`src/c2pa_pkg.sv`:
```
`timescale 1ns / 1ps
`default_nettype none
package c2pa_pkg;

  localparam int COMPONENT_WIDTH_DEF = 32;
  localparam int ANGLE_FRAC_BITS_DEF = 8;
  localparam int CORDIC_STAGES_DEF   = 20;

  // datapath width of the rotators and angle accumulator width
  localparam int DW            = 64;
  localparam int ACC_W         = 36;
  localparam int ACC_FRAC      = 24;
  localparam int NORM_TOP      = 57;
  localparam int SHW           = 6;
  localparam int POLAR_WIDTH   = 16;
  localparam int AZIMUTH_WIDTH = 17;
  localparam int TOL_W         = 8;

  localparam logic [29:0] INV_GAIN = 30'd652032874;

  localparam logic signed [ACC_W-1:0] DEG90  = 36'sd1509949440;
  localparam logic signed [ACC_W-1:0] DEG180 = 36'sd3019898880;
  localparam logic signed [ACC_W-1:0] DEG360 = 36'sd6039797760;

  typedef struct packed {
    logic signed [DW-1:0]    x;
    logic signed [DW-1:0]    y;
    logic signed [ACC_W-1:0] acc;
  } cordic_t;

  // sideband through the azimuth pass
  typedef struct packed {
    logic signed [DW-1:0] z;
    logic                 axis;
    logic                 zero;
  } side_phi_t;

  // sideband through the polar pass
  typedef struct packed {
    logic [AZIMUTH_WIDTH-1:0] phi;
    logic                     zero;
  } side_theta_t;

  // atan(2^-idx) in degrees, 24 fraction bits
  function automatic logic signed [ACC_W-1:0] atan_deg(input int idx);
    logic signed [ACC_W-1:0] v;
    case (idx)
      0:  v = 36'sd754974720;
      1:  v = 36'sd445687602;
      2:  v = 36'sd235489088;
      3:  v = 36'sd119537938;
      4:  v = 36'sd60000934;
      5:  v = 36'sd30029717;
      6:  v = 36'sd15018523;
      7:  v = 36'sd7509720;
      8:  v = 36'sd3754917;
      9:  v = 36'sd1877466;
      10: v = 36'sd938734;
      11: v = 36'sd469367;
      12: v = 36'sd234684;
      13: v = 36'sd117342;
      14: v = 36'sd58671;
      15: v = 36'sd29335;
      16: v = 36'sd14668;
      17: v = 36'sd7334;
      18: v = 36'sd3667;
      19: v = 36'sd1833;
      20: v = 36'sd917;
      21: v = 36'sd458;
      22: v = 36'sd229;
      23: v = 36'sd115;
      24: v = 36'sd57;
      25: v = 36'sd29;
      26: v = 36'sd14;
      27: v = 36'sd7;
      28: v = 36'sd4;
      29: v = 36'sd2;
      30: v = 36'sd1;
      default: v = '0;
    endcase
    return v;
  endfunction

endpackage
`default_nettype wire

```
`src/c2pa_gain.sv`:
```
`timescale 1ns / 1ps
`default_nettype none
module c2pa_gain #(
  parameter int AFB = c2pa_pkg::ANGLE_FRAC_BITS_DEF
) (
  input  wire logic                clk_i,
  input  wire logic                rst_ni,
  input  wire logic                vld_i,
  output logic                     rdy_o,
  input  wire c2pa_pkg::cordic_t   st_i,
  input  wire c2pa_pkg::side_phi_t sb_i,
  output logic                     vld_o,
  input  wire logic                rdy_i,
  output c2pa_pkg::cordic_t        st_o,
  output c2pa_pkg::side_theta_t    sb_o
);
  import c2pa_pkg::*;

  localparam int SH = ACC_FRAC - AFB;
  localparam logic [ACC_W-1:0] RND       = ACC_W'(1) << (SH - 1);
  localparam logic [ACC_W-1:0] FULL_TURN = ACC_W'(360) << AFB;

  logic en1, en2, v1_q, v2_q;

  logic [DW-1:0]            mag;
  logic signed [ACC_W-1:0]  acc_w;
  logic [ACC_W-1:0]         phi_r;
  logic [AZIMUTH_WIDTH-1:0] phi_d, phi_q;
  logic [59:0]              p_hi_d, p_lo_d, p_hi_q, p_lo_q;
  logic signed [DW-1:0]     z_q;
  logic                     zero_q;
  logic [DW-1:0]            r;
  cordic_t                  st_d, st_q;
  side_theta_t              sb_q;

  assign en2   = !v2_q || rdy_i;
  assign en1   = !v1_q || en2;
  assign rdy_o = en1;

  always_ff @(posedge clk_i or negedge rst_ni) begin
    if (!rst_ni) begin
      v1_q <= 1'b0;
      v2_q <= 1'b0;
    end else begin
      if (en1) v1_q <= vld_i;
      if (en2) v2_q <= v1_q;
    end
  end

  // finish azimuth, multiply both 30-bit halves of the magnitude by the inverse gain
  always_comb begin
    mag    = st_i.x;
    acc_w  = st_i.acc[ACC_W-1] ? st_i.acc + DEG360 : st_i.acc;
    phi_r  = (ACC_W'(acc_w) + RND) >> SH;
    if ((phi_r >= FULL_TURN) || sb_i.axis) phi_d = '0;
    else phi_d = AZIMUTH_WIDTH'(phi_r);
    p_hi_d = mag[59:30] * INV_GAIN;
    p_lo_d = mag[29:0] * INV_GAIN;
  end

  always_ff @(posedge clk_i) begin
    if (en1) begin
      phi_q  <= phi_d;
      p_hi_q <= p_hi_d;
      p_lo_q <= p_lo_d;
      z_q    <= sb_i.z;
      zero_q <= sb_i.zero;
    end
  end

  // negative z: start the polar pass rotated by -90 degrees
  always_comb begin
    r = DW'(p_hi_q) + DW'(p_lo_q[59:30]);
    if (z_q[DW-1]) begin
      st_d.x   = r;
      st_d.y   = -z_q;
      st_d.acc = DEG90;
    end else begin
      st_d.x   = z_q;
      st_d.y   = r;
      st_d.acc = '0;
    end
  end

  always_ff @(posedge clk_i) begin
    if (en2) begin
      st_q     <= st_d;
      sb_q.phi  <= phi_q;
      sb_q.zero <= zero_q;
    end
  end

  assign vld_o = v2_q;
  assign st_o  = st_q;
  assign sb_o  = sb_q;

endmodule
`default_nettype wire

```
`config.mk`:
```
export PLATFORM = sky130hd
export DESIGN_NAME = c2pa_gain
export DESIGN_NICKNAME = d
export VERILOG_FILES = /design/src/c2pa_pkg.sv /design/src/c2pa_gain.sv
export SDC_FILE = /design/constraint.sdc
export NUM_CORES = 2
export LEC_CHECK = 0
export BUFFER_PORTS_ARGS = -buffer_cell sky130_fd_sc_hd__buf_2
export CORE_MARGIN = 2
export CORE_UTILIZATION = 60
export CTS_CLUSTER_SIZE = 20
export DETAILED_ROUTE_END_ITERATION = 10
export HOLD_SLACK_MARGIN = 0.1
export PLACE_DENSITY = 0.83
export SETUP_SLACK_MARGIN = 0.1
export SLEW_MARGIN = 0
export SYNTH_ARGS = -nofsm -noshare
export SYNTH_HDL_FRONTEND = slang
export SYNTH_SLANG_ARGS = --single-unit
```
`constraint.sdc`:
```
create_clock -name clk_i -period 15 [get_ports clk_i]
set_input_delay 1.5 -clock clk_i [delete_from_list [all_inputs] [get_ports clk_i]]
set_output_delay 1.5 -clock clk_i [all_outputs]
set_load 0.02 [all_outputs]
```
Word level (Yosys, flattened, before mapping). Cells that the tools add are included.

Word-level logic and storage cells: 27. Output and inout port bits: 184. Input bits: 234. Register bits: 384.

Mux-type cells: 2. $lt $le $gt $ge: 1. $add $sub $neg: 4. Multiply operators: 2. Reduce and logical (&&, ||, !) cells: 5.

Operators with widths (count): $mux 163 (1); $mul 30x29->59 const B (2); $neg 64->64 (1); $add 60x30->61 (1); $add 36x16->36 const B (1); $add 36x34->36 const B (1); $mux 36 (1); $ge 20x17->1 const B (1); $logic_or 1x1->1 (3); $logic_not 1->1 (2).

Depth between registers and ports, before layout.
Word-level depth: 5. Gate-level depth with buffers: 28. Depth with buffers taken out: 28.

Worst setup path after synthesis. No wires, ideal clock.

Path kind: input -> register. From: in st_i[140] (netlist bit). To: reg p_hi_q[59], data pin. Data required time: 14.741 ns. Stages on the path: 22. Setup slack: 6.660 ns. Setup time: 0.259 ns. Arrival time: 8.080 ns. Path buffers: 0. Cells stage by stage: inv_1 > fa_1 > fa_1 > inv_1 > fa_1 > fa_1 > fa_1 > fa_1 > fa_1 > fa_1 > ha_1 > a21o_1 > a21o_1 > a221o_1 > o31ai_1 > o21a_1 > a211oi_1 > o221a_2 > a21boi_0 > o21ai_0 > a21oi_1 > xnor2_1.

Longest elaborated chain between the ends: 1.

RTL lines: from (decl) (line c2pa_gain.sv:10) `input wire c2pa_pkg::cordic_t st_i,`; $mul 30x29->59 (line c2pa_gain.sv:57) `p_hi_d = mag[59:30] * INV_GAIN;`; net p_hi_d[59] (line c2pa_gain.sv:29) `logic [59:0] p_hi_d, p_lo_d, p_hi_q, p_lo_q;`; to (signal assigned) (line c2pa_gain.sv:64) `p_hi_q <= p_hi_d;`; to (decl) (line c2pa_gain.sv:29).

The timed path passes the listed nets, and every way through them passes these cells. A chain may end at the register's enable or synchronous reset.

Final worst setup path.
From: in st_i[141] (netlist bit). To: reg p_hi_q[59], data pin.

Same word-level chain as after synthesis.

==> impl_metrics.yaml <==
worst_setup_path:
  critPathSlowestCell: "fa_1"
  cp-end-kind: "flip-flop"
  cpPeakStageDelay_ps: 640
  worstPathArrival_ps: 9440
  crit_fanout: 7
  crit_top_cell: "fa_1"
  startpoint_type: "input port"
  worstPathCellList: "buf_2 > inv_1 > fa_1 > fa_1 > inv_1 > fa_1 > fa_1 > fa_1 > fa_1 > fa_1 > fa_1 > ha_1 > a21o_1 > a21o_1 > a221o_1 > o31ai_1 > o21a_1 > a211oi_1 > o221a_2 > a21boi_0 > o21ai_0 > a21oi_1 > xnor2_1"
  timing.critical_path.max_delay_family: "adder cells"
  criticalPathCategory: "input port to flip-flop"
  worstPathRequired_ps: 15290
  cp_num_buf_inv: 3
timing:
  final.period_utilization_pct: 61.0
  finalHoldViolCount: 0
  drv_slew: 0
  fin_worst_skew_ps: 13.3
  fmax_mhz: 109
  final.setup.tns_ps: 0
  setup_violations: 0
  slew-limit-headroom_pct: 28.9
  worst_slew_pin_slew_ps: 1070
  min_period_ps: 9160
  rsz0062_at_grt: "no"
clock_network:
  clock_path_buffers: 3
  cts_hold_repair.buffers: 0
  cts_made_buffers: 35
  cts_setup_buffers: 0
  cts_tree: "yes"
  cts_max_level: 2
  insertion_delay_ps: 560
  cts.sinks: 319
  root_buffer: "clkbuf_16"
  path_clk_slew_ps: 60
  cts_resized: 0
logic_synthesis:
  synth.top_cells.by_count: "inv_1 (1203), fa_1 (852), ha_1 (716)"
  ys_types: 78
  ys.flop_type: "edfxtp_1"
  synth_edf_count: 317
  ys_seq_area_share_pct: 19.8
  ys_ff_latch: 319
  synth_area_per_cell_um2: 11.0
  yosys_warnings: 0
  yosysMostFrequentCell: "inv_1"
  synthCells: 4386
  yosys.area.top_type: "fa_1"
  async_flop_share_pct: 0.627
  synth_top_area_share_pct: 35.3
  netlist_area_um2: 48300
  synth_area_leaders: "fa_1 (35%), edfxtp_1 (20%), ha_1 (19%)"
detailed_routing:
  vias_per_cell: 5.62
  routed_wl_mm: 130
  vias: 32495
  wl_per_cell_um: 22.4
  drc_errors: 0
  drtIter0Drc: 2891
  drtAntennaViolNets: 0
  dr.pass1.iters: 5
floorplanning:
  initial_core_util_pct: 60.3
  core_area_um2: 80000
  die_area_um2: 82700
  io_pins: 418
  num_rows: 104
  die_w_um: 288
  die_h_um: 288
grt:
  grt_pass1_wl_mm: 200
  grt_antenna_before_repair: 4
  use_met2_pct: 50.4
  grt_usage_pct: 32.6
  grt_pass1_vias: 34474
  grt_util_met3_pct: 7.95
  grt_overflow: 0
  grt_start_max_net_pins: 86
  top_usage_layer: "met2"
  use_met1_pct: 45.4
place:
  io_buffer_count: 301
  place_congestion: 1.01
  postPlaceCellArea_um2: 50900
  dp_hpwl_mm: 112
run_status:
  outcome: "finished clean"
layout:
  final_nets: 6492
  final_cell_area_um2: 52100
  area_growth_pct: 7.98
  layout-drive-gt1-share_pct: 9.35
worst_hold_path:
  hp-class: "flip-flop to flip-flop"
run:
  maxCapViolCount: 0
-- worst register-to-register path, cell delays in order, from the launching register on --
cell      delay (ps)
edfxtp_1         550
or3_1            560
nor3_1           850
nor4b_1          510
and4_1           330
nand2_1          310
nor3_1           530
nand2_1          270
nor3_1           290
xor2_1           230
mux2i_1          100
-- per-stage QoR --
stage          cells  hold WS [ps]  util [%]  worst slack, ps
2_1_floorplan   4418           400         -             6660
6_report        5781           412      65.1             5840
3_3_place_gp    5713           401      63.5             5510
4_1_cts         5776           414      65.1             5940
3_5_place_dp    5713           407      63.5             5440
5_1_grt         5777           424      65.1             5530
-- sequential cells by signal, summed over array words and instances, names as in the netlist --
signal  cells
sb_o       18
v1_q        1
st_o      128
z_q        64
phi_q      17
p_lo_q     30
p_hi_q     59
zero_q      1
vld_o       1
-- path summary, 6_finish.rpt --
check	startpoint	slack, ps	to	cells after the start
max in group asynchronous	rst_ni	14180	v1_q	1
worst max register to register	z_q[21]	10190	st_o[91]	10
worst min register to register	phi_q[12]	410	sb_o[13]	0
worst min-delay path	phi_q[12]	410	sb_o[13]	0
worst max-delay path	st_i[141]	5840	p_hi_q[59]	23
min in group asynchronous	rst_ni	720	vld_o	1
-- cell families after synthesis --
group                    share of synthesized area, %
AO/OA/AOI/OAI                                    5.55
buffers and inverters                            10.3
flip-flops                                       19.8
adder cells (fa/ha/maj)                          53.9
XOR/XNOR                                         3.85
other                                         0.00777
multiplexers                                     1.13
AND/OR/NAND/NOR                                  5.46
-- cell usage in the layout (no fill, tap or decap), types with 6 or more instances in the layout --
| cell type | instances |
|---|---|
| nand2b_1 | 23 |
| inv_1 | 1202 |
| and2_1 | 13 |
| nand2_1 | 120 |
| conb_1 | 33 |
| o21a_1 | 17 |
| mux2_2 | 45 |
| or3_1 | 18 |
| bufinv_16 | 7 |
| nor2_1 | 129 |
| and3_1 | 17 |
| clkbuf_16 | 35 |
| edfxtp_1 | 317 |
| or4_1 | 7 |
| o31ai_1 | 6 |
| buf_2 | 301 |
| o211ai_1 | 13 |
| nand3_1 | 52 |
| o21ai_0 | 87 |
| o21bai_1 | 17 |
| xnor2_1 | 115 |
| xor2_1 | 97 |
| a31oi_1 | 9 |
| a211oi_1 | 14 |
| and4_1 | 10 |
| a21oi_1 | 163 |
| a21o_1 | 58 |
| a21boi_0 | 7 |
| nand4_1 | 22 |
| nor3_1 | 43 |
| buf_4 | 9 |
| fa_1 | 852 |
| nor2_2 | 9 |
| nor2b_1 | 21 |
| ha_1 | 716 |
| nor4_1 | 15 |
-- final cells by class --
class	count	area, um2
multi-input combinational	2821	33900
fill	6086	27900
sequential	319	9570
inverter	1203	4520
timing repair buffer	310	1570
tap	1060	1330
clock buffer	41	918
clock inverter	22	329
antenna	5	12.5
-- metal layers --
layer  wire [um]  vias up
li1            -    14486
met1       52500    16201
met2       57900     1558
met3       14100      248
met4        5110        2
met5           7        -
Power is left out: the tool's default activity adds up to more than one toggle a clock period on the data nets, which glitch-free logic cannot reach.
