$ cat config.mk
export PLATFORM = sky130hd
export DESIGN_NAME = c2pa_finish
export DESIGN_NICKNAME = d
export VERILOG_FILES = /design/src/c2pa_pkg.sv /design/src/c2pa_finish.sv
export SDC_FILE = /design/constraint.sdc
export NUM_CORES = 1
export LEC_CHECK = 0
export ABC_AREA = 1
export BUFFER_PORTS_ARGS = -buffer_cell sky130_fd_sc_hd__clkbuf_2
export CORE_MARGIN = 3
export CORE_UTILIZATION = 50
export CTS_CLUSTER_SIZE = 10
export DETAILED_ROUTE_END_ITERATION = 12
export PLACE_DENSITY = 0.94
export SLEW_MARGIN = 5
export SYNTH_ARGS = -nofsm -noshare
export SYNTH_HDL_FRONTEND = slang
export SYNTH_SLANG_ARGS = --single-unit
$ cat constraint.sdc
create_clock -name clk_i -period 9.05 [get_ports clk_i]
set_clock_uncertainty 0.15 [all_clocks]
set_input_delay 0.4525 -clock clk_i [delete_from_list [all_inputs] [get_ports clk_i]]
set_output_delay 0.4525 -clock clk_i [all_outputs]
set_load 0.01 [all_outputs]
$ cat src/c2pa_pkg.sv
`timescale 1ns / 1ps
`default_nettype none
package c2pa_pkg;

  localparam int COMPONENT_WIDTH_DEF = 32;
  localparam int ANGLE_FRAC_BITS_DEF = 8;
  localparam int CORDIC_STAGES_DEF   = 20;

  // datapath width of the rotators and angle accumulator width
  localparam int DW            = 64;
  localparam int ACC_W         = 36;
  localparam int ACC_FRAC      = 24;
  localparam int NORM_TOP      = 57;
  localparam int SHW           = 6;
  localparam int POLAR_WIDTH   = 16;
  localparam int AZIMUTH_WIDTH = 17;
  localparam int TOL_W         = 8;

  localparam logic [29:0] INV_GAIN = 30'd652032874;

  localparam logic signed [ACC_W-1:0] DEG90  = 36'sd1509949440;
  localparam logic signed [ACC_W-1:0] DEG180 = 36'sd3019898880;
  localparam logic signed [ACC_W-1:0] DEG360 = 36'sd6039797760;

  typedef struct packed {
    logic signed [DW-1:0]    x;
    logic signed [DW-1:0]    y;
    logic signed [ACC_W-1:0] acc;
  } cordic_t;

  // sideband through the azimuth pass
  typedef struct packed {
    logic signed [DW-1:0] z;
    logic                 axis;
    logic                 zero;
  } side_phi_t;

  // sideband through the polar pass
  typedef struct packed {
    logic [AZIMUTH_WIDTH-1:0] phi;
    logic                     zero;
  } side_theta_t;

  // atan(2^-idx) in degrees, 24 fraction bits
  function automatic logic signed [ACC_W-1:0] atan_deg(input int idx);
    logic signed [ACC_W-1:0] v;
    case (idx)
      0:  v = 36'sd754974720;
      1:  v = 36'sd445687602;
      2:  v = 36'sd235489088;
      3:  v = 36'sd119537938;
      4:  v = 36'sd60000934;
      5:  v = 36'sd30029717;
      6:  v = 36'sd15018523;
      7:  v = 36'sd7509720;
      8:  v = 36'sd3754917;
      9:  v = 36'sd1877466;
      10: v = 36'sd938734;
      11: v = 36'sd469367;
      12: v = 36'sd234684;
      13: v = 36'sd117342;
      14: v = 36'sd58671;
      15: v = 36'sd29335;
      16: v = 36'sd14668;
      17: v = 36'sd7334;
      18: v = 36'sd3667;
      19: v = 36'sd1833;
      20: v = 36'sd917;
      21: v = 36'sd458;
      22: v = 36'sd229;
      23: v = 36'sd115;
      24: v = 36'sd57;
      25: v = 36'sd29;
      26: v = 36'sd14;
      27: v = 36'sd7;
      28: v = 36'sd4;
      29: v = 36'sd2;
      30: v = 36'sd1;
      default: v = '0;
    endcase
    return v;
  endfunction

endpackage
`default_nettype wire

$ cat src/c2pa_finish.sv
`timescale 1ns / 1ps
`default_nettype none
module c2pa_finish #(
  parameter int AFB = c2pa_pkg::ANGLE_FRAC_BITS_DEF
) (
  input  wire logic                                  clk_i,
  input  wire logic                                  rst_ni,
  input  wire logic                                  vld_i,
  output logic                                       rdy_o,
  input  wire c2pa_pkg::cordic_t                     st_i,
  input  wire c2pa_pkg::side_theta_t                 sb_i,
  input  wire logic [c2pa_pkg::TOL_W-1:0]            tol_i,
  output logic                                       vld_o,
  input  wire logic                                  rdy_i,
  output logic [c2pa_pkg::POLAR_WIDTH-1:0]           polar_o,
  output logic [c2pa_pkg::AZIMUTH_WIDTH-1:0]         azimuth_o
);
  import c2pa_pkg::*;

  localparam int SH = ACC_FRAC - AFB;
  localparam logic [ACC_W-1:0] RND     = ACC_W'(1) << (SH - 1);
  localparam logic [ACC_W-1:0] HALF    = ACC_W'(180) << AFB;
  localparam logic [ACC_W-1:0] QUARTER = ACC_W'(90) << AFB;

  logic en1, en2, v1_q, v2_q;

  logic signed [ACC_W-1:0]  acc_c;
  logic [ACC_W-1:0]         th_d, th_q, th;
  logic [AZIMUTH_WIDTH-1:0] phi1_q, phi;
  logic                     zero1_q;
  logic [ACC_W-1:0]         tol;
  logic [POLAR_WIDTH-1:0]   polar_q;
  logic [AZIMUTH_WIDTH-1:0] az_q;

  assign en2   = !v2_q || rdy_i;
  assign en1   = !v1_q || en2;
  assign rdy_o = en1;

  always_ff @(posedge clk_i or negedge rst_ni) begin
    if (!rst_ni) begin
      v1_q <= 1'b0;
      v2_q <= 1'b0;
    end else begin
      if (en1) v1_q <= vld_i;
      if (en2) v2_q <= v1_q;
    end
  end

  always_comb begin
    if (st_i.acc[ACC_W-1]) acc_c = '0;
    else if (st_i.acc > DEG180) acc_c = DEG180;
    else acc_c = st_i.acc;
    th_d = (ACC_W'(acc_c) + RND) >> SH;
  end

  always_ff @(posedge clk_i) begin
    if (en1) begin
      th_q    <= th_d;
      phi1_q  <= sb_i.phi;
      zero1_q <= sb_i.zero;
    end
  end

  // zero vector reads as 90/90; pole test applies after that
  always_comb begin
    tol = ACC_W'(tol_i);
    th  = zero1_q ? QUARTER : th_q;
    phi = zero1_q ? AZIMUTH_WIDTH'(QUARTER) : phi1_q;
    if ((th < tol) || ((HALF - th) < tol)) phi = '0;
  end

  always_ff @(posedge clk_i) begin
    if (en2) begin
      polar_q <= POLAR_WIDTH'(th);
      az_q    <= phi;
    end
  end

  assign vld_o     = v2_q;
  assign polar_o   = polar_q;
  assign azimuth_o = az_q;

endmodule
`default_nettype wire

# Word-level counts from Yosys, hierarchy flattened
# Index checks and enable logic that the tools add are counted.
[op_classes]
add_sub_neg = 2
mul = 0
div = 0
n_lt_le_gt_ge = 3
eq_ne = 0
shift = 0
mux = 4
n_bitwise = 0
reduce_logical = 6
[op_table]
columns = ["op", "n"]
rows = [
  ["2-to-1 mux 35 bit", 2],
  ["adder 36 x 16 -> 36 bit, second input constant", 1],
  ["greater-than comparator 36 x 33 -> 1 bit, second input constant", 1],
  ["< comparator 36 x 8 -> 1 bit", 1],
  ["subtractor 16 x 20 -> 21 bit, first input constant", 1],
  ["< comparator 20 x 8 -> 1 bit", 1],
  ["2-to-1 mux 20 bit", 1],
  ["2-to-1 mux 15 bit", 1],
  ["logical OR 1 bit", 3],
  ["logical NOT 1 bit", 2],
  ["OR reduction 2 bit", 1],
]
[word_totals]
ff_bits = 73
latchBits = 0
mem_bits_rw = 0
rom_bits = 0
input_bits = 194
out_inout_bits = 35
wordCells = 23
memories = 0

# Logic depth before layout (Yosys ltp)
# Gate-level depths: netlist of run 1.
[logic_depth]
ltp_word = 5
depth_mapped = 22
ltp_nobuf = 21

# Worst setup path before layout of run 1
# OpenSTA, ideal clock, no wires.
[synth_path]
kind = "register to register"
from = "register zero1_q"
to = "register az_q[10], in the netlist azimuth_o[10] (data pin)"
setup_time_ps = 250
t_arrival_ps = 2557
required_time_ps = 8650
setup_slack_ps = 6093
path_stages_with_launch = 23
n_path_buf = 2
synth_period_minus_slack_ps = 2957
path_cell_list = "edfxtp_1 buf_4 nor2_1 inv_1 ha_1 nand2_1 nor2_2 nand2_1 xor2_1 ha_1 nand2_1 a21oi_1 nor2_1 nand2_1 a21oi_1 nand3_1 nor2_1 nand2_1 nor2_2 nand2_2 nand3_4 buf_12 nor2_2"
[synth_via]
elab_chain_cells = 5
word_cells_on_any_way = 6
cone_classes = "add/sub: 1; order compare: 2; mux: 1; reduce/logical: 2"
[synth_lines]
columns = ["element", "line", "source"]
rows = [
  ["from (decl)", "c2pa_finish.sv:30", "logic zero1_q;"],
  ["from (signal assigned)", "c2pa_finish.sv:60", "zero1_q <= sb_i.zero;"],
  ["2-to-1 mux 20 bit (*)", "c2pa_finish.sv:67", "th = zero1_q ? QUARTER : th_q;"],
  ["named net th[1]", "c2pa_finish.sv:28", "logic [ACC_W-1:0] th_d, th_q, th;"],
  ["subtractor 16 x 20 -> 21 bit", "c2pa_finish.sv:69", "if ((th < tol) || ((HALF - th) < tol)) phi = '0;"],
  ["< comparator 36 x 8 -> 1 bit", "c2pa_finish.sv:69", ""],
  ["logical OR 1 bit (*)", "c2pa_finish.sv:69", ""],
  ["OR reduction 2 bit (no source line) (*)", "--", ""],
  ["to (signal assigned)", "c2pa_finish.sv:75", "az_q <= phi;"],
  ["to (decl)", "c2pa_finish.sv:33", "logic [AZIMUTH_WIDTH-1:0] az_q;"],
]
# The timed path passes the listed nets; every way through them passes the cells marked *.
# A chain may end at the register's enable or synchronous reset.

# Worst setup path after layout of run 1
[layout_path]
from = "register zero1_q"
to = "register az_q[1], in the netlist azimuth_o[1] (data pin)"
[layout_via]
elab_chain_cells = 5
word_cells_on_any_way = 6
cone_classes = "add/sub: 1; order compare: 2; mux: 1; reduce/logical: 2"
[layout_lines]
columns = ["element", "line"]
rows = [
  ["2-to-1 mux 20 bit", "c2pa_finish.sv:67"],
  ["subtractor 16 x 20 -> 21 bit", "c2pa_finish.sv:69"],
  ["< comparator 36 x 8 -> 1 bit", "c2pa_finish.sv:69"],
  ["logical OR 1 bit", "c2pa_finish.sv:69"],
  ["OR reduction 2 bit (no source line) (*)", "--"],
]
# Every way passes the cells marked *; elsewhere a longest branch is shown, timed or not.

==> run_results.csv, run 1 <==
group,metric,value,unit
power,sequentialPowerShare,47.8,%
route,firstDrtPassIters,5,
power,powerDensity,167,nW/µm²
die,ios,229,
grt,use_met1,26.8,%
hold_path,hold_end,"phi1_q[13]",
grt,antenna_found_initial,0,
placed_design,pre_cts_ws,5440,ps
grt,overflow,0,
route,wl_per_cell,13.0,µm
clock_network,htree_levels,3,
sta,fin_crit,3660,ps
hold_path,hold_depth,1,
critical_path,crit_type,"reg2reg",
grt,grt-busiest-layer,"met2",
logic_synthesis,synth-seq-area-share,49.0,%
die,die_w,100,µm
logic_synthesis,synth_area,4460,µm²
grt,grt.total_usage,20.8,%
sta,fin_setup_tns,0,ps
power,p_sw,0.000256,W
logic_synthesis,yosys_warnings,0,
critical_path,arrival,3600,ps
logic_synthesis,synth_top_area_cell,"edfxtp_1",
sta,period_share,40.4,%
clock_network,cts_buffers,9,
power,power_leakage,2.72,nW
power,clkPwrFrac,32.3,%
grt,grt_pass1_wl,16600,µm
route,vias,3954,
critical_path,rr_endpoint,"azimuth_o[1]",
clock_network,path_clk_slew,80,ps
clock_network,tritoncts,"yes",
final_layout,insertedDiodeCount,0,
clock_network,clockBufferDepth,2,
final_layout,layout_common_cells,"nand2_1 (148), clkbuf_2 (100), nor2_1 (97)",
placed_design,port_buffers,100,
final_layout,drive_above_1_share,20.9,%
flow_run,cap_violations,0,
grt,grt_max_degree,41,
critical_path,rrSetupSlack,5390,ps
critical_path,rr_worst_depth,17,
sta,worstMarginPinSlew,947,ps
final_layout,final_common_cell,"nand2_1",
power,combPwrFrac,19.9,%
sta,drv_slew,0,
clock_network,cts_root_buf,"clkbuf_8",
clock_network,cts_resized,0,
sta,whs,120,ps
route,drc_errors,0,
power,switching_share,29.0,%
die,initial_core_util,52.9,%
route,dr.first_iter.drc_count,244,
sta,setup_slack,5390,ps
logic_synthesis,synth_cell_types,30,
clock_network,post_cts_buffers,0,
clock_network,clock_sinks,73,
clock_network,clk_latency,350,ps
placed_design,gp_congestion,0.953,
hold_path,hold_path.startpoint,"sb_i[14]",
critical_path,cp-end-kind,"flop",
critical_path,cp.required,9000,ps
power,irDropWorstVdd,0.0709,mV
logic_synthesis,synth.top_cell.area_share,47.8,%
hold_path,hp-class,"in2reg",
sta,final-hold-violation-count,0,
grt,grt.met3_usage,3.41,%
logic_synthesis,synth-seq-cells,73,
final_layout,fin_nets,879,
critical_path,cp-start-kind,"flop",
die,row_count,33,
route,ant_nets,0,
die,dieArea,10100,µm²
die,die_y,100,µm
placed_design,placed_cells,762,
route,routed_wl,10100,µm
sta,fmax,0.274,GHz
route,vias_per_cell,5.08,
final_layout,utilization,62.7,%
sta,rsz0062_at_grt,"false",
sta,slew_headroom,36.8,%
placed_design,dp_hpwl,8070,µm
logic_synthesis,synth_area_per_cell,7.97,µm²
sta,setup-violations-final,0,
critical_path,rr_startpoint,"zero1_q",
critical_path,crit_fanout,24,
power,p_int,0.000627,W
grt,grt_use_met2,35.2,%
logic_synthesis,syn_inst,559,
die,design.core.area,8420,µm²
clock_network,hold_buffers,1,
logic_synthesis,ys_top_cells_by_area,"edfxtp_1 (48%), nand2_1 (12%), nor2_1 (8.2%)",
status,status,"completed",
final_layout,layout.cells.non_filler,779,
grt,grt_pass1_vias,3670,
final_layout,area_growth,18.4,%
[power by group through the flow]
stage          clock [W]  sequential, W  combinational, W
3_3_place_gp           0       0.000428          0.000166
6_report        0.000285       0.000422          0.000176
5_1_grt         0.000304       0.000425          0.000199
2_1_floorplan          0       0.000434          0.000111
3_5_place_dp           0       0.000429          0.000174
4_1_cts         0.000289       0.000422          0.000176
[how the worst max path moves through the flow]
stage | slack (ps) | from | endpoint | cells past startpoint
after floorplan | 6090 | zero1_q | azimuth_o[10] | 22
after CTS | 5420 | zero1_q | azimuth_o[1] | 17
after global routing | 5080 | zero1_q | azimuth_o[1] | 17
final | 5390 | zero1_q | azimuth_o[1] | 17
after detailed placement | 5440 | zero1_q | azimuth_o[1] | 17
after global placement | 5540 | zero1_q | azimuth_o[1] | 17
[area by class of cell]
class,count,area [µm²]
clock inverter,6,90.1
sequential,73,2180
tap,105,131
fill,751,3140
timing repair buffer,102,518
clock buffer,10,128
multi-input combinational,385,1860
inverter,98,368
[metrics by stage]
stage,total power [W],area (µm²)
CTS,0.000886,5280
detailed placement,0.000604,5050
global placement,0.000594,5050
finish,0.000883,5280
global route,0.000928,5280
floorplan,0.000545,4470
[registers in the layout (all words and copies together) (netlist names)]
register	flops
polar_o	16
v1_q	1
phi1_q	17
vld_o	1
azimuth_o	17
zero1_q	1
th_q	20
[cell usage after synthesis (all sizes together)]
library cell / count
a21o: 1
o21ai: 16
nand3: 43
clkinv: 1
edfxtp: 71
buf: 6
dfrtp: 2
xnor2: 3
nand2: 152
o211ai: 1
nand3b: 4
nor2: 113
xor2: 8
nand4: 10
ha: 16
inv: 97
a21oi: 8
nor4: 1
conb: 1
nor3: 5
[critical path, stage by stage (launching register included)]
cell and delay (ps):
edfxtp_1 710, inv_2 340, o21ai_0 210, nand2_1 190, nor2_4 200, xor2_1 170
ha_1 270, a21o_1 190, nor2_1 120, nand2_1 60, a21oi_1 110, nand3_1 80
nor2_1 90, nand2_1 70, nor2_2 110, nand2_2 80, nand3_4 180, nor2_1 70
[logic make-up after synthesis]
kind of cell               Yosys count  synth area share, %
buffers and inverters              104                 9.63
AOI/OAI and AO/OA                   26                 3.12
adders and majority gates           16                 4.49
xor gates and xnor gates            11                 2.16
and+or+nand+nor                    328                 31.6
other                                1               0.0841
DFF                                 73                 49.0
[layer usage]
metal,part of all wire (%),up-vias
met2,50,154
met4,1.7,0
li1,-,1991
met1,42,1792
met3,6.0,17
met5,0,-
(Power assumes the default switching activity.)
==> inputs of run 2 (changes only) <==
--- a/config.mk
+++ b/config.mk
@@ -8,10 +8,10 @@
 export ABC_AREA = 1
 export BUFFER_PORTS_ARGS = -buffer_cell sky130_fd_sc_hd__clkbuf_2
 export CORE_MARGIN = 3
-export CORE_UTILIZATION = 50
+export CORE_UTILIZATION = 42
 export CTS_CLUSTER_SIZE = 10
 export DETAILED_ROUTE_END_ITERATION = 12
-export PLACE_DENSITY = 0.94
+export PLACE_DENSITY = 0.85
 export SLEW_MARGIN = 5
 export SYNTH_ARGS = -nofsm -noshare
 export SYNTH_HDL_FRONTEND = slang
==> constraint.sdc (replaced) <==
create_clock -name clk_i -period 3.2 [get_ports clk_i]
set_clock_uncertainty 0.15 [all_clocks]
set_input_delay 0.16 -clock clk_i [delete_from_list [all_inputs] [get_ports clk_i]]
set_output_delay 0.16 -clock clk_i [all_outputs]
set_load 0.01 [all_outputs]
==> run 2 against run 1 <==
Effect of this change: core utilization is 6.0 points lower; power grew to 2.9 times the previous value; clock power grew to 2.8 times the previous value; critical path type unchanged; register-to-register slack worse by 5200 ps.
==> run_results.csv, run 2 (synthesized netlist as in run 1, its figures left out) <==
group,metric,value,unit
status,status,"completed",
power,power_leakage,2.87,nW
power,sequentialPowerShare,46.6,%
clock_network,cts_root_buf,"clkbuf_8",
sta,drv_slew,0,
clock_network,clk_latency,360,ps
power,total_power,0.00255,W
critical_path,crit_type,"reg2reg",
critical_path,arrival,2940,ps
die,initial_core_util,44.4,%
route,vias,4008,
clock_network,htree_levels,3,
placed_design,port_buffers,100,
die,die_y,109,µm
die,ios,229,
final_layout,layout.cells.non_filler,840,
hold_path,hp-class,"in2reg",
placed_design,gp_congestion,0.917,
sta,slew_headroom,38.3,%
grt,antenna_found_initial,0,
power,powerDensity,449,nW/µm²
die,die_w,109,µm
clock_network,tritoncts,"yes",
sta,final-hold-violation-count,0,
final_layout,top_register,"th_q",
flow_run,cap_violations,0,
grt,grt.total_usage,17.6,%
final_layout,area_growth,27.7,%
route,wl_per_cell,12.4,µm
sta,setup_slack,224,ps
die,row_count,36,
grt,grt_max_degree,41,
route,vias_per_cell,4.77,
route,drc_errors,0,
sta,setup-violations-final,0,
final_layout,fin_nets,912,
power,switching_share,29.0,%
die,design.core.area,10000,µm²
critical_path,cp-start-kind,"flop",
die,dieArea,11900,µm²
clock_network,clockBufferDepth,2,
placed_design,place_area,5120,µm²
power,irDropWorstVdd,0.228,mV
final_layout,insertedDiodeCount,0,
final_layout,largest_reg_flops,20,
final_layout,layout_common_cells,"nand2_1 (144), clkbuf_2 (100), inv_1 (94)",
route,firstDrtPassIters,6,
power,p_int,0.00181,W
grt,overflow,0,
placed_design,dp_hpwl,7590,µm
placed_design,placed_cells,795,
critical_path,cp.required,3170,ps
sta,fmax,0.336,GHz
placed_design,pre_cts_ws,93.7,ps
grt,grt_pass1_vias,3613,
clock_network,clock_sinks,73,
clock_network,path_clk_slew,90,ps
power,p_sw,0.000740,W
route,dr.first_iter.drc_count,266,
sta,fin_crit,2980,ps
sta,period_share,93.0,%
sta,worstMarginPinSlew,925,ps
final_layout,final_area,5690,µm²
power,clkPwrFrac,31.6,%
power,combPwrFrac,21.8,%
critical_path,cp-end-kind,"flop",
clock_network,cts_buffers,9,
final_layout,drive_above_1_share,23.8,%
route,routed_wl,10400,µm
final_layout,final_common_cell,"nand2_1",
final_layout,utilization,56.7,%
route,ant_nets,0,
grt,grt_pass1_wl,16200,µm
critical_path,crit_fanout,8,
run 2: cell types whose count changed in the layout (fill, tap and decap cells not counted), moves of 2 or more:
cell | previous run | this run
a21oi_2 | 0 | 2
nand2_2 | 4 | 8
buf_4 | 1 | 12
o21ai_0 | 12 | 10
nor2_2 | 14 | 17
a21oi_1 | 8 | 6
nor2_1 | 97 | 91
dlygate4sd3_1 | 1 | 22
nand2_1 | 148 | 144
nor2_4 | 2 | 5
run 2: worst paths after layout:
path | startpoint | end | slack (ps) | depth (start not counted)
setup / recovery | zero1_q | azimuth_o[4] | 220 | 17
hold / removal | st_i[31] | th_q[15] | 40 | 3
setup reg to reg | zero1_q | azimuth_o[4] | 220 | 17
hold reg to reg | v1_q | vld_o | 340 | 2
max in group asynchronous | rst_ni | v1_q | 2240 | 3
min in group asynchronous | rst_ni | vld_o | 520 | 3
run 2: repair_timing:
action	in CTS	in global routing
setup endpoints to repair	0	17
hold buffers	22	0
resized for setup	0	23
setup buffers	0	6
endpoints found under the hold margin	22	0
run 2: layout make-up:
class                           count  area, µm²
Clock buffer                       10        128
Clock inverter                      6       90.1
Fill cell                         873       4350
Inverter                           98        370
Multi-Input combinational cell    386       1940
Sequential cell                    73       2180
Tap cell                          133        166
Timing Repair Buffer              134        811
run 2: routing by layer:
layer / track usage, % / share of wire (%) / vias up / routed length (µm)
li1: - / - / 2066 / -
met1: 22.2 / 40 / 1733 / 4160
met2: 29.3 / 49 / 184 / 5080
met3: 2.96 / 8.0 / 25 / 834
met4: 8.12 / 2.9 / 0 / 304
met5: 0 / 0 / - / 0
run 2: power by group through the flow:
| stage | sequential, W | clock (W) | combinational, W |
|---|---|---|---|
| floorplan | 0.00123 | 0 | 0.000314 |
| global placement | 0.00121 | 0 | 0.000485 |
| detailed placement | 0.00121 | 0 | 0.000495 |
| CTS | 0.00119 | 0.000815 | 0.000520 |
| global route | 0.00120 | 0.000867 | 0.000631 |
| finish | 0.00119 | 0.000806 | 0.000558 |
run 2: worst max-delay path: stages (launching register included):
cell,delay [ps]
edfxtp_1,510
inv_4,90
o21ai_1,110
nand2_1,140
nor2_4,190
xor2_1,160
ha_1,270
a21o_1,190
nor2_1,90
nand2_1,70
a21oi_2,100
nand3_1,90
nor2_1,90
nand2_1,60
nor2_2,90
nand2_2,120
nand3_4,160
nor2_2,60
run 2: metrics by stage:
| step | hold WS (ps) | setup TNS [ps] |
|---|---|---|
| 5_1_grt | 68.5 | -138 |
| 4_1_cts | 35.1 | 0 |
| 6_report | 40.0 | 0 |
| 3_5_place_dp | -199 | 0 |
| 3_3_place_gp | -204 | 0 |
| 2_1_floorplan | -286 | 0 |
