[src/c2pa_pkg.sv]
`timescale 1ns / 1ps
`default_nettype none
package c2pa_pkg;

  localparam int COMPONENT_WIDTH_DEF = 32;
  localparam int ANGLE_FRAC_BITS_DEF = 8;
  localparam int CORDIC_STAGES_DEF   = 20;

  // datapath width of the rotators and angle accumulator width
  localparam int DW            = 64;
  localparam int ACC_W         = 36;
  localparam int ACC_FRAC      = 24;
  localparam int NORM_TOP      = 57;
  localparam int SHW           = 6;
  localparam int POLAR_WIDTH   = 16;
  localparam int AZIMUTH_WIDTH = 17;
  localparam int TOL_W         = 8;

  localparam logic [29:0] INV_GAIN = 30'd652032874;

  localparam logic signed [ACC_W-1:0] DEG90  = 36'sd1509949440;
  localparam logic signed [ACC_W-1:0] DEG180 = 36'sd3019898880;
  localparam logic signed [ACC_W-1:0] DEG360 = 36'sd6039797760;

  typedef struct packed {
    logic signed [DW-1:0]    x;
    logic signed [DW-1:0]    y;
    logic signed [ACC_W-1:0] acc;
  } cordic_t;

  // sideband through the azimuth pass
  typedef struct packed {
    logic signed [DW-1:0] z;
    logic                 axis;
    logic                 zero;
  } side_phi_t;

  // sideband through the polar pass
  typedef struct packed {
    logic [AZIMUTH_WIDTH-1:0] phi;
    logic                     zero;
  } side_theta_t;

  // atan(2^-idx) in degrees, 24 fraction bits
  function automatic logic signed [ACC_W-1:0] atan_deg(input int idx);
    logic signed [ACC_W-1:0] v;
    case (idx)
      0:  v = 36'sd754974720;
      1:  v = 36'sd445687602;
      2:  v = 36'sd235489088;
      3:  v = 36'sd119537938;
      4:  v = 36'sd60000934;
      5:  v = 36'sd30029717;
      6:  v = 36'sd15018523;
      7:  v = 36'sd7509720;
      8:  v = 36'sd3754917;
      9:  v = 36'sd1877466;
      10: v = 36'sd938734;
      11: v = 36'sd469367;
      12: v = 36'sd234684;
      13: v = 36'sd117342;
      14: v = 36'sd58671;
      15: v = 36'sd29335;
      16: v = 36'sd14668;
      17: v = 36'sd7334;
      18: v = 36'sd3667;
      19: v = 36'sd1833;
      20: v = 36'sd917;
      21: v = 36'sd458;
      22: v = 36'sd229;
      23: v = 36'sd115;
      24: v = 36'sd57;
      25: v = 36'sd29;
      26: v = 36'sd14;
      27: v = 36'sd7;
      28: v = 36'sd4;
      29: v = 36'sd2;
      30: v = 36'sd1;
      default: v = '0;
    endcase
    return v;
  endfunction

endpackage
`default_nettype wire

[src/c2pa_norm.sv]
`timescale 1ns / 1ps
`default_nettype none
module c2pa_norm #(
  parameter int CW = c2pa_pkg::COMPONENT_WIDTH_DEF
) (
  input  wire logic                 clk_i,
  input  wire logic                 rst_ni,
  input  wire logic                 vld_i,
  output logic                      rdy_o,
  input  wire logic signed [CW-1:0] x_i,
  input  wire logic signed [CW-1:0] y_i,
  input  wire logic signed [CW-1:0] z_i,
  output logic                      vld_o,
  input  wire logic                 rdy_i,
  output c2pa_pkg::cordic_t         st_o,
  output c2pa_pkg::side_phi_t       sb_o
);
  import c2pa_pkg::*;

  localparam int NG = (CW + 7) / 8;

  logic en1, en2, en3, en4;
  logic v1_q, v2_q, v3_q, v4_q;

  // stage 1: magnitudes
  logic [CW-1:0] mx_d, my_d, mz_d, mx1_q, my1_q, mz1_q;
  logic          nx1_q, ny1_q, nz1_q, axis1_q;
  logic [CW-1:0] mor1_q;

  // stage 2: per-byte leading one
  logic [CW-1:0] mx2_q, my2_q, mz2_q;
  logic          nx2_q, ny2_q, nz2_q, axis2_q;
  logic [NG-1:0] gnz_d, gnz_q;
  logic [2:0]    gpos_d [NG], gpos_q [NG];
  logic [NG*8-1:0] mor_pad;

  // stage 3: shift amount
  logic [CW-1:0]  mx3_q, my3_q, mz3_q;
  logic           nx3_q, ny3_q, nz3_q, axis3_q, zero3_q;
  logic [SHW-1:0] s_d, s_q;

  // stage 4: shifted vector
  logic [DW-1:0] xs, ys, zs;
  cordic_t       st_d, st_q;
  side_phi_t     sb_d, sb_q;

  assign en4   = !v4_q || rdy_i;
  assign en3   = !v3_q || en4;
  assign en2   = !v2_q || en3;
  assign en1   = !v1_q || en2;
  assign rdy_o = en1;

  always_ff @(posedge clk_i or negedge rst_ni) begin
    if (!rst_ni) begin
      v1_q <= 1'b0;
      v2_q <= 1'b0;
      v3_q <= 1'b0;
      v4_q <= 1'b0;
    end else begin
      if (en1) v1_q <= vld_i;
      if (en2) v2_q <= v1_q;
      if (en3) v3_q <= v2_q;
      if (en4) v4_q <= v3_q;
    end
  end

  assign mx_d = x_i[CW-1] ? (~x_i + 1'b1) : x_i;
  assign my_d = y_i[CW-1] ? (~y_i + 1'b1) : y_i;
  assign mz_d = z_i[CW-1] ? (~z_i + 1'b1) : z_i;

  always_ff @(posedge clk_i) begin
    if (en1) begin
      mx1_q   <= mx_d;
      my1_q   <= my_d;
      mz1_q   <= mz_d;
      nx1_q   <= x_i[CW-1];
      ny1_q   <= y_i[CW-1];
      nz1_q   <= z_i[CW-1];
      axis1_q <= (x_i == '0) && (y_i == '0);
      // top one of the OR is the top one of the largest magnitude
      mor1_q  <= mx_d | my_d | mz_d;
    end
  end

  always_comb begin
    mor_pad = '0;
    mor_pad[CW-1:0] = mor1_q;
    for (int g = 0; g < NG; g++) begin
      gnz_d[g]  = |mor_pad[g*8 +: 8];
      gpos_d[g] = '0;
      for (int b = 0; b < 8; b++) begin
        if (mor_pad[g*8+b]) gpos_d[g] = 3'(b);
      end
    end
  end

  always_ff @(posedge clk_i) begin
    if (en2) begin
      mx2_q   <= mx1_q;
      my2_q   <= my1_q;
      mz2_q   <= mz1_q;
      nx2_q   <= nx1_q;
      ny2_q   <= ny1_q;
      nz2_q   <= nz1_q;
      axis2_q <= axis1_q;
      gnz_q   <= gnz_d;
      gpos_q  <= gpos_d;
    end
  end

  always_comb begin
    s_d = '0;
    for (int g = 0; g < NG; g++) begin
      if (gnz_q[g]) s_d = SHW'(NORM_TOP - (g * 8 + int'(gpos_q[g])));
    end
  end

  always_ff @(posedge clk_i) begin
    if (en3) begin
      mx3_q   <= mx2_q;
      my3_q   <= my2_q;
      mz3_q   <= mz2_q;
      nx3_q   <= nx2_q;
      ny3_q   <= ny2_q;
      nz3_q   <= nz2_q;
      axis3_q <= axis2_q;
      zero3_q <= ~|gnz_q;
      s_q     <= s_d;
    end
  end

  // negative x: rotate by 180 degrees up front, so x stays the magnitude
  always_comb begin
    xs       = DW'(mx3_q) << s_q;
    ys       = DW'(my3_q) << s_q;
    zs       = DW'(mz3_q) << s_q;
    st_d.x   = xs;
    st_d.y   = (ny3_q ^ nx3_q) ? -ys : ys;
    st_d.acc = nx3_q ? DEG180 : '0;
    sb_d.z    = nz3_q ? -zs : zs;
    sb_d.axis = axis3_q;
    sb_d.zero = zero3_q;
  end

  always_ff @(posedge clk_i) begin
    if (en4) begin
      st_q <= st_d;
      sb_q <= sb_d;
    end
  end

  assign vld_o = v4_q;
  assign st_o  = st_q;
  assign sb_o  = sb_q;

endmodule
`default_nettype wire

[config.mk]
export PLATFORM = sky130hd
export DESIGN_NAME = c2pa_norm
export DESIGN_NICKNAME = d
export VERILOG_FILES = /design/src/c2pa_pkg.sv /design/src/c2pa_norm.sv
export SDC_FILE = /design/constraint.sdc
export NUM_CORES = 1
export LEC_CHECK = 0
export ABC_AREA = 1
export ABC_CLOCK_PERIOD_IN_PS = 13200
export BUFFER_PORTS_ARGS = -buffer_cell sky130_fd_sc_hd__buf_2
export CELL_PAD_IN_SITES_DETAIL_PLACEMENT = 0
export CELL_PAD_IN_SITES_GLOBAL_PLACEMENT = 1
export CORE_ASPECT_RATIO = 1.75
export CORE_UTILIZATION = 46
export CTS_CLUSTER_SIZE = 8
export DETAILED_ROUTE_END_ITERATION = 12
export PLACE_DENSITY_LB_ADDON = 0.1
export SLEW_MARGIN = 40
export SYNTH_ARGS = -nofsm -noshare
export SYNTH_HDL_FRONTEND = slang
export SYNTH_SLANG_ARGS = --single-unit
[constraint.sdc]
create_clock -name clk_i -period 13.2 [get_ports clk_i]
set_input_delay 0.66 -clock clk_i [delete_from_list [all_inputs] [get_ports clk_i]]
set_output_delay 0.66 -clock clk_i [all_outputs]
set_load 0.02 [all_outputs]
==> Word level (Yosys, flattened, before mapping) <==
Cells that the tools add are included.
{ "totals": {"ff_bits": 589, "wordCells": 127} }
{ "classes": {"addsub": 12, "shifts": 3, "mux": 34, "bitwise_logic": 6, "n_reduce_logical": 25} }
{ "ops": {"columns": ["cell", "count"], "rows": [
  ["32-bit by 6-bit left shift with 64-bit output", 3],
  ["32-bit two-way mux", 4],
  ["64-bit two-way mux", 2],
  ["64-bit negator", 2],
  ["32-bit by 1-bit adder with 32-bit output (second input constant)", 3],
  ["32-bit inverter", 3],
  ["32-bit zero test", 2],
  ["32-bit OR", 2],
  ["8-bit OR reduction", 4],
  ["3-bit two-way mux", 8],
  ["6-bit two-way mux", 4],
  ["4-bit OR reduction", 5],
  ["2-bit two-way mux", 8],
  ["5-bit by 3-bit adder with 6-bit output (first input constant)", 2],
  ["6-bit subtractor (first input constant)", 2],
  ["1-bit two-way mux", 8],
  ["2-bit OR reduction", 4],
  ["6-bit by 3-bit subtractor with 6-bit output (first input constant)", 1],
  ["6-bit by 5-bit subtractor with 6-bit output (first input constant)", 1],
  ["4-bit by 3-bit adder with 5-bit output (first input constant)", 1],
  ["1-bit zero test", 5],
  ["1-bit logical OR", 4],
  ["1-bit logical AND", 1],
  ["1-bit XOR", 1]
]} }

==> Logic depth before layout (Yosys ltp) <==
Gate-level depths: netlist of the first run.
{ "depth": {"word_depth": 6, "mapped_depth": 23} }

==> Worst setup path after synthesis of the first run <==
No wires, ideal clock.
{ "synth_timing": {"path_type": "in2out", "startpoint": "input rdy_i", "endpoint": "output rdy_o", "t_arrival_ns": 9.989, "required_time_ns": 12.540, "slack_ns": 2.551, "stages": 6, "path_buffers": 0, "cell_sequence": "nor2_1 > inv_1 > nor2_1 > inv_1 > nor2_1 > nand2_1"} }
{ "synth_between": {"elab_chain_cells": 4} }
{ "synth_rtl": {"columns": ["item", "line", "rtl"], "rows": [
  ["from (decl)", "c2pa_norm.sv:14", "input wire logic rdy_i,"],
  ["1-bit logical OR", "c2pa_norm.sv:47", "assign en4 = !v4_q || rdy_i;"],
  ["named net en4", "c2pa_norm.sv:22", "logic en1, en2, en3, en4;"],
  ["1-bit logical OR", "c2pa_norm.sv:48", "assign en3 = !v3_q || en4;"],
  ["named net en3", "c2pa_norm.sv:22", null],
  ["1-bit logical OR", "c2pa_norm.sv:49", "assign en2 = !v2_q || en3;"],
  ["1-bit logical OR", "c2pa_norm.sv:50", "assign en1 = !v1_q || en2;"],
  ["to (decl)", "c2pa_norm.sv:9", "output logic rdy_o,"]
]} }
The timed path passes the listed nets, and every way through them passes these cells.

==> qor.csv, run 1 <==
stage,metric,value,unit
cells_and_area,Final Net Count,3977,
power,Reg power frac,41.1,%
run_status,status,finished with violations,
worst_hold_path,Hold Crit Depth,1,
critical_path,crit path kind,flop to flop,
power,leakage,0.0155,µW
detailed_routing,WL met3,4010,µm
logic_synthesis,number of distinct library cells after synthesis,51,
detailed_routing,DRC viols,2,
worst_hold_path,HP Class,primary input to flop,
run_status,violated checks,design-rule violations,
logic_synthesis,Yosys top cell area share,52.1,%
placed_design,HPWL Detailed,78700,µm
detailed_routing,DRT met1 WL,36800,µm
logic_synthesis,post-synthesis async set-or-reset flop share,0.722,%
logic_synthesis,Yosys reg bits,554,
logic_synthesis,Avg Inst Size Synth,8.74,µm²
clocking,Clk Tree Root Cell,clkbuf_16,
timing,RSZ-0062 raised after global routing,no,
detailed_routing,wire length on met2,52300,µm
grt,vias in the first global route,24600,
floorplan,Die ar.,0.0700,mm²
power,Worst VDD drop,0.103,mV
power,Sw Share,34.3,%
timing,crit share post-route,34.5,%
placed_design,Final GP Congestion,1.01,
detailed_routing,antenna-violating nets left,0,
cells_and_area,"commonest non-fill, non-tap cells in the layout","947 x nand2_1, 579 x nand3_1, 550 x edfxtp_1",
cells_and_area,Antenna diodes,0,
floorplan,Top-Level Pins,332,
worst_hold_path,hold path endpoint,my1_q[0]$_DFFE_PP_,
grt,GRT Util Overall,28.2,%
floorplan,Die H,349,µm
power,clock power share,30.6,%
logic_synthesis,main flop type after synthesis,edfxtp_1,
logic_synthesis,Ys Warns,0,
critical_path,CP Max Fanout,82,
detailed_routing,uppermost layer routed,met4,
critical_path,flop2flop setup slack,8650,ps
critical_path,Worst Path Arrival,4920,ps
floorplan,DIE WIDTH,200,µm
timing,worst slew pin tran,943,ps
detailed_routing,vias per inst,5.37,
timing,Setup Skew,64.5,ps
grt,first-pass GRT wire length,148000,µm
critical_path,Worst Reg-to-Reg Cells,15,
cells_and_area,final instance area,0.0358,mm²
grt,initial antenna violation count,0,
timing,FMAX,220,MHz
power,Power Density,163,mW/mm²
flow_run,max_cap viols,0,
clocking,TritonCTS Buffers,79,
detailed_routing,first-pass detailed-route iteration total,10,
placed_design,Post-DP Area,0.0336,mm²
logic_synthesis,"top cells by area, synth","edfxtp_1 52%, nand2_1 11%, nand3_1 9.1%",
logic_synthesis,Yosys top cell by area,edfxtp_1,
logic_synthesis,"EDFF count, synth",550,
detailed_routing,routed length per instance,20.7,µm
cells_and_area,Finished Layout Cells,4787,
detailed_routing,Post-Route WL,98900,µm
logic_synthesis,Mapped Area,0.0317,mm²
timing,final worst path period need,4550,ps
critical_path,r2r endpoint,sb_o[42]$_DFFE_PP_,
logic_synthesis,Synth Instances,3624,
logic_synthesis,sequential area share after synthesis,52.4,%
timing,Final WS setup,8650,ps
power,Psw,2000,µW
timing,endpoints failing hold,0,
clocking,CTS tree,built,
clocking,setup bufs post-CTS,0,
clocking,Skew-Pair Late Insertion Delay,670,ps
clocking,H-tree depth,3,
grt,global route overflow,0,
placed_design,PortBufs,299,
cells_and_area,share of cells above drive strength 1,15.4,%
critical_path,WP data required,13560,ps
cells_and_area,"most common cell after layout, fill and taps aside",nand2_1,
floorplan,initial core utilization,46.4,%
placed_design,dpl cells,4689,
detailed_routing,Starting DRT DRC Count,1876,
critical_path,Reg-to-Reg Start,s_q[3]$_DFFE_PP_,
critical_path,crit path capture type,flop,
critical_path,startpoint types,flop,
power,Gate power share,28.3,%
clocking,clk slew on worst S/H paths,50,ps
cells_and_area,area grow syn2layout,12.9,%
grt,largest net degree at the start of global routing,106,
power,internal power,3840,µW
timing,count of final setup violators,0,
worst_hold_path,Min-Delay Startpoint,y_i[0],
clocking,clk sinks,554,
cells_and_area,fin util,52.4,%
placed_design,DP Worst Slack,8780,ps
timing,Final TNS setup,0,ps
timing,max-slew violation count,0,
floorplan,core area,0.0683,mm²
timing,slew margin rel.,36.7,%
floorplan,FP Rows,127,
clocking,clock buffer depth,3,
detailed_routing,via count,25700,
worst max-delay path by stage:
stage	startpoint	to	slack, ps	depth (start not counted)
floorplan	rdy_i	rdy_o	2550	6
global placement	s_q[1]$_DFFE_PP_	sb_o[58]$_DFFE_PP_	8730	20
detailed placement	s_q[2]$_DFFE_PP_	sb_o[34]$_DFFE_PP_	8780	16
CTS	s_q[2]$_DFFE_PP_	sb_o[34]$_DFFE_PP_	8740	16
global route	s_q[2]$_DFFE_PP_	sb_o[40]$_DFFE_PP_	8430	19
finish	s_q[3]$_DFFE_PP_	sb_o[42]$_DFFE_PP_	8650	15
area by class of cell:
type / instances / area (µm²)
Clock buffer: 88 / 2010
Inverter: 267 / 1020
Tap cell: 903 / 1130
Multi-Input combinational cell: 2637 / 13100
Clock inverter: 9 / 156
Sequential cell: 554 / 16600
Timing Repair Buffer: 329 / 1760
Fill cell: 6434 / 32500
power groups by stage:
stage          Sequential, µW  Combinational (µW)  Clock, µW
5_1_grt                  2420                1790       1890
2_1_floorplan            2560                 974          0
4_1_cts                  2410                1640       1830
3_3_place_gp             2430                1640          0
3_5_place_dp             2440                1640          0
6_report                 2400                1650       1790
routing by layer:
layer  global-route usage (%)  vias to the layer above
met1                     30.9                    12000
met4                     16.9                        0
met2                     52.0                      867
met5                        0                        -
met3                     3.27                      189
li1                         -                    12700
what timing repair did:
| item | 4_1_cts | 5_1_grt |
|---|---|---|
| hold buffers | 1 | 0 |
| endpoints found under the hold margin | 4 | 0 |
| setup endpoints to repair | 0 | 0 |
| resized for setup | 0 | 0 |
metrics by stage:
stage	total power (µW)	hold WS [ps]
4_1_cts	5880	187
2_1_floorplan	3540	364
3_3_place_gp	4060	404
6_report	5840	232
5_1_grt	6110	212
3_5_place_dp	4070	405
state kept, by name, indices dropped and copies added, names as in the netlist, 4 cells and up:
register	flops
gnz_q	4
gpos_q	12
mor1_q	32
mx1_q	32
mx2_q	32
mx3_q	32
my1_q	32
my2_q	32
my3_q	32
mz1_q	32
mz2_q	32
mz3_q	32
s_q	6
sb_o	66
st_o	129
worst max-delay path, stage by stage, from the launching register on:
cell	delay [ps]
edfxtp_1	310
buf_4	440
clkinv_2	730
buf_4	610
nand2_1	160
nand3_1	200
nand3_1	330
nand2_1	150
inv_1	70
nand2_1	190
nor2_1	360
nand2_1	110
nand2_2	180
nand2_1	90
xor2_1	210
inv_1	60
Yosys cell counts, types with 14 or more instances:
master and number:
nand2_1 948, nand3_1 579, edfxtp_1 550, nor2_1 354
inv_1 250, o21ai_0 147, xor2_1 120, xnor2_1 58
clkbuf_1 56, buf_2 54, buf_4 48, nand3_2 48
nor2_2 47, nand2_2 33, nand4_1 33, nor3_1 30
a21oi_1 29, buf_1 23, or3_1 19, nand3b_1 16
o221ai_1 16, buf_6 15, inv_2 15, o21ai_1 15
o22ai_1 14, or2_2 14
logic make-up (layout without fill, tap and decap cells):
family	after synthesis	count (layout)	share of synthesized area [%]
adders and majority gates	9	9	0.355
other	1	32	0.0118
xor gates and xnor gates	178	178	4.92
and+or+nand+nor	2151	2151	30.7
muxes	12	12	0.379
DFF	554	554	52.4
AOI/OAI and AO/OA	255	255	4.54
buffers and inverters	464	693	6.67
(Power assumes the default switching activity.)
==> run 2: changes to the inputs <==
--- a/config.mk
+++ b/config.mk
@@ -6,7 +6,7 @@
 export NUM_CORES = 1
 export LEC_CHECK = 0
 export ABC_AREA = 1
-export ABC_CLOCK_PERIOD_IN_PS = 13200
+export ABC_CLOCK_PERIOD_IN_PS = 4480
 export BUFFER_PORTS_ARGS = -buffer_cell sky130_fd_sc_hd__buf_2
 export CELL_PAD_IN_SITES_DETAIL_PLACEMENT = 0
 export CELL_PAD_IN_SITES_GLOBAL_PLACEMENT = 1
==> constraint.sdc (replaced) <==
create_clock -name clk_i -period 4.48 [get_ports clk_i]
set_input_delay 0.224 -clock clk_i [delete_from_list [all_inputs] [get_ports clk_i]]
set_output_delay 0.224 -clock clk_i [all_outputs]
set_load 0.02 [all_outputs]
==> qor.csv, run 2 (synthesis gave the netlist of run 1 again) <==
stage,metric,value,unit,change
run_status,status,"finished, final reports clean",,was finished with violations
detailed_routing,routed length per instance,20.8,µm,was 20.7 µm
worst_hold_path,Min-Delay Startpoint,z_i[9],,was y_i[0]
cells_and_area,max reg flops,129,,unchanged
power,Reg power frac,40.8,%,was 41.1%
critical_path,crit path capture type,flop,,unchanged
clocking,CTS tree,built,,unchanged
power,clock power share,31.0,%,was 30.6%
timing,worst slew pin tran,915,ps,was 943 ps
grt,GR Util met2,51.3,%,was 52.0%
clocking,Clk Tree Root Cell,clkbuf_16,,unchanged
timing,Setup Skew,41.9,ps,was 64.5 ps
grt,vias in the first global route,25000,,was 24600
critical_path,Worst Reg-to-Reg Cells,19,,was 15
placed_design,Final GP Congestion,1.03,,was 1.01
clocking,# resized after CTS,0,,unchanged
placed_design,HPWL Detailed,80000,µm,was 78700 µm
detailed_routing,antenna-violating nets left,0,,unchanged
cells_and_area,"most common cell after layout, fill and taps aside",nand2_1,,unchanged
detailed_routing,first-pass detailed-route iteration total,6,,was 10
grt,global route overflow,0,,unchanged
critical_path,crit path kind,flop to flop,,unchanged
grt,routing usage on met1,32.1,%,was 30.9%
clocking,clk slew on worst S/H paths,50,ps,about the same
placed_design,PortBufs,299,,unchanged
clocking,clock buffer depth,3,,unchanged
detailed_routing,Post-Route WL,101000,µm,was 98900 µm
timing,max-slew violation count,0,,unchanged
detailed_routing,DRC viols,0,,was 2
critical_path,r2r endpoint,sb_o[46]$_DFFE_PP_,,was sb_o[42]$_DFFE_PP_
grt,global route hottest layer,met2,,unchanged
power,internal power,11400,µW,was 3840 µW
worst_hold_path,Hold Crit Depth,2,,was 1
grt,first-pass GRT wire length,150000,µm,was 148000 µm
grt,GRT Util Overall,28.5,%,was 28.2%
detailed_routing,vias per inst,5.41,,was 5.37
timing,final worst path period need,3700,ps,was 4550 ps
timing,FMAX,270,MHz,was 220 MHz
floorplan,initial core utilization,46.4,%,unchanged
grt,largest net degree at the start of global routing,144,,was 106
floorplan,core area,0.0683,mm²,unchanged
placed_design,DP Worst Slack,830,ps,was 8780 ps
floorplan,DIE WIDTH,200,µm,unchanged
clocking,TritonCTS Buffers,79,,unchanged
timing,smallest hold slack,32.8,ps,was 232 ps
cells_and_area,share of cells above drive strength 1,15.9,%,was 15.4%
critical_path,flop2flop setup slack,780,ps,was 8650 ps
cells_and_area,fin util,53.2,%,was 52.4%
clocking,Skew-Pair Late Insertion Delay,640,ps,was 670 ps
critical_path,CP Max Fanout,29,,was 82
floorplan,Die ar.,0.0700,mm²,unchanged
critical_path,startpoint types,flop,,unchanged
grt,initial antenna violation count,1,,was 0
worst_hold_path,hold path endpoint,mz1_q[9]$_DFFE_PP_,,was my1_q[0]$_DFFE_PP_
power,Gate power share,28.2,%,was 28.3%
floorplan,FP Rows,127,,unchanged
floorplan,Top-Level Pins,332,,unchanged
power,Psw,5960,µW,was 2000 µW
detailed_routing,Starting DRT DRC Count,1943,,was 1876
timing,Final WS setup,779,ps,was 8650 ps
worst_hold_path,HP Class,primary input to flop,,unchanged
power,total power,17400,µW,was 5840 µW
cells_and_area,area grow syn2layout,14.7,%,was 12.9%
timing,slew margin rel.,38.8,%,was 36.7%
flow_run,max_cap viols,0,,unchanged
grt,M3 GR Usage,2.99,%,was 3.27%
clocking,H-tree depth,3,,unchanged
timing,endpoints failing hold,0,,unchanged
cells_and_area,Antenna diodes,0,,unchanged
power,leakage,0.0158,µW,was 0.0155 µW
critical_path,WP data required,4860,ps,was 13560 ps
floorplan,Die H,349,µm,unchanged
critical_path,Reg-to-Reg Start,s_q[0]$_DFFE_PP_,,was s_q[3]$_DFFE_PP_
timing,RSZ-0062 raised after global routing,no,,unchanged
power,Sw Share,34.3,%,about the same
power,Worst VDD drop,0.263,mV,was 0.103 mV
clocking,clk sinks,554,,unchanged
cells_and_area,Final Net Count,4028,,was 3977
detailed_routing,via count,26100,,was 25700
timing,Final TNS setup,0,ps,unchanged
timing,count of final setup violators,0,,unchanged
cells_and_area,"commonest non-fill, non-tap cells in the layout","947 x nand2_1, 579 x nand3_1, 550 x edfxtp_1",,unchanged
timing,crit share post-route,82.6,%,was 34.5%
power,Power Density,478,mW/mm²,was 163 mW/mm²
critical_path,Worst Path Arrival,4080,ps,was 4920 ps
[run 2: timing repair]
action,in CTS,in global routing
buffers inserted,0,0
hold endpoints to repair,37,0
hold buffers,32,0
[run 2: power by group through the flow]
| stage | clock network [µW] | logic (µW) | registers, µW |
|---|---|---|---|
| 2_1_floorplan | 0 | 2870 | 7530 |
| 3_3_place_gp | 0 | 4830 | 7170 |
| 3_5_place_dp | 0 | 4830 | 7200 |
| 4_1_cts | 5490 | 4860 | 7110 |
| 5_1_grt | 5660 | 5340 | 7160 |
| 6_report | 5380 | 4910 | 7090 |
[run 2: worst max path at each step]
stage | startpoint | end | slack, ps | depth (start not counted)
4_1_cts | s_q[0]$_DFFE_PP_ | sb_o[46]$_DFFE_PP_ | 830 | 19
5_1_grt | s_q[0]$_DFFE_PP_ | sb_o[46]$_DFFE_PP_ | 490 | 19
3_3_place_gp | s_q[2]$_DFFE_PP_ | sb_o[46]$_DFFE_PP_ | 760 | 17
2_1_floorplan | vld_o$_DFFE_PN0P_ | axis2_q$_DFFE_PP_ | -3270 | 7
6_report | s_q[0]$_DFFE_PP_ | sb_o[46]$_DFFE_PP_ | 780 | 19
3_5_place_dp | s_q[0]$_DFFE_PP_ | sb_o[46]$_DFFE_PP_ | 830 | 19
[run 2: metrics by stage]
step                instances  cell area (µm²)
detailed placement       4708            33800
floorplan                3655            31800
CTS                      4835            36300
global placement         4708            33700
finish                   4836            36300
global route             4836            36300
[run 2: per-layer routing]
| layer | up-vias | routed length [µm] |
|---|---|---|
| met1 | 12200 | 37900 |
| li1 | 12700 | - |
| met2 | 998 | 51500 |
| met3 | 211 | 4610 |
| met4 | 0 | 6740 |
| met5 | - | 0 |
[run 2: layout make-up]
cell class	instances	area [µm²]
clock buffers	89	2060
clock inverters	6	156
fillers	6330	32000
inverters	267	1020
multi-input cells	2637	13100
flip-flops and latches	554	16600
well taps	903	1130
repair buffers	380	2240
[run 2: worst max-delay path, stage by stage (launching register included)]
cell and delay (ps):
edfxtp_1 430, inv_2 440, nand2_1 180, nor2_1 190, nand2_1 130, nor2_1 190, inv_1 90, nor2_1 150
inv_1 80, ha_1 220, nand3_1 140, nor2_1 100, nand4_1 260, nor2_2 110, nand2_1 80, nand2_2 90
o21ai_1 190, o21ai_0 200, nand2_1 140, inv_1 50
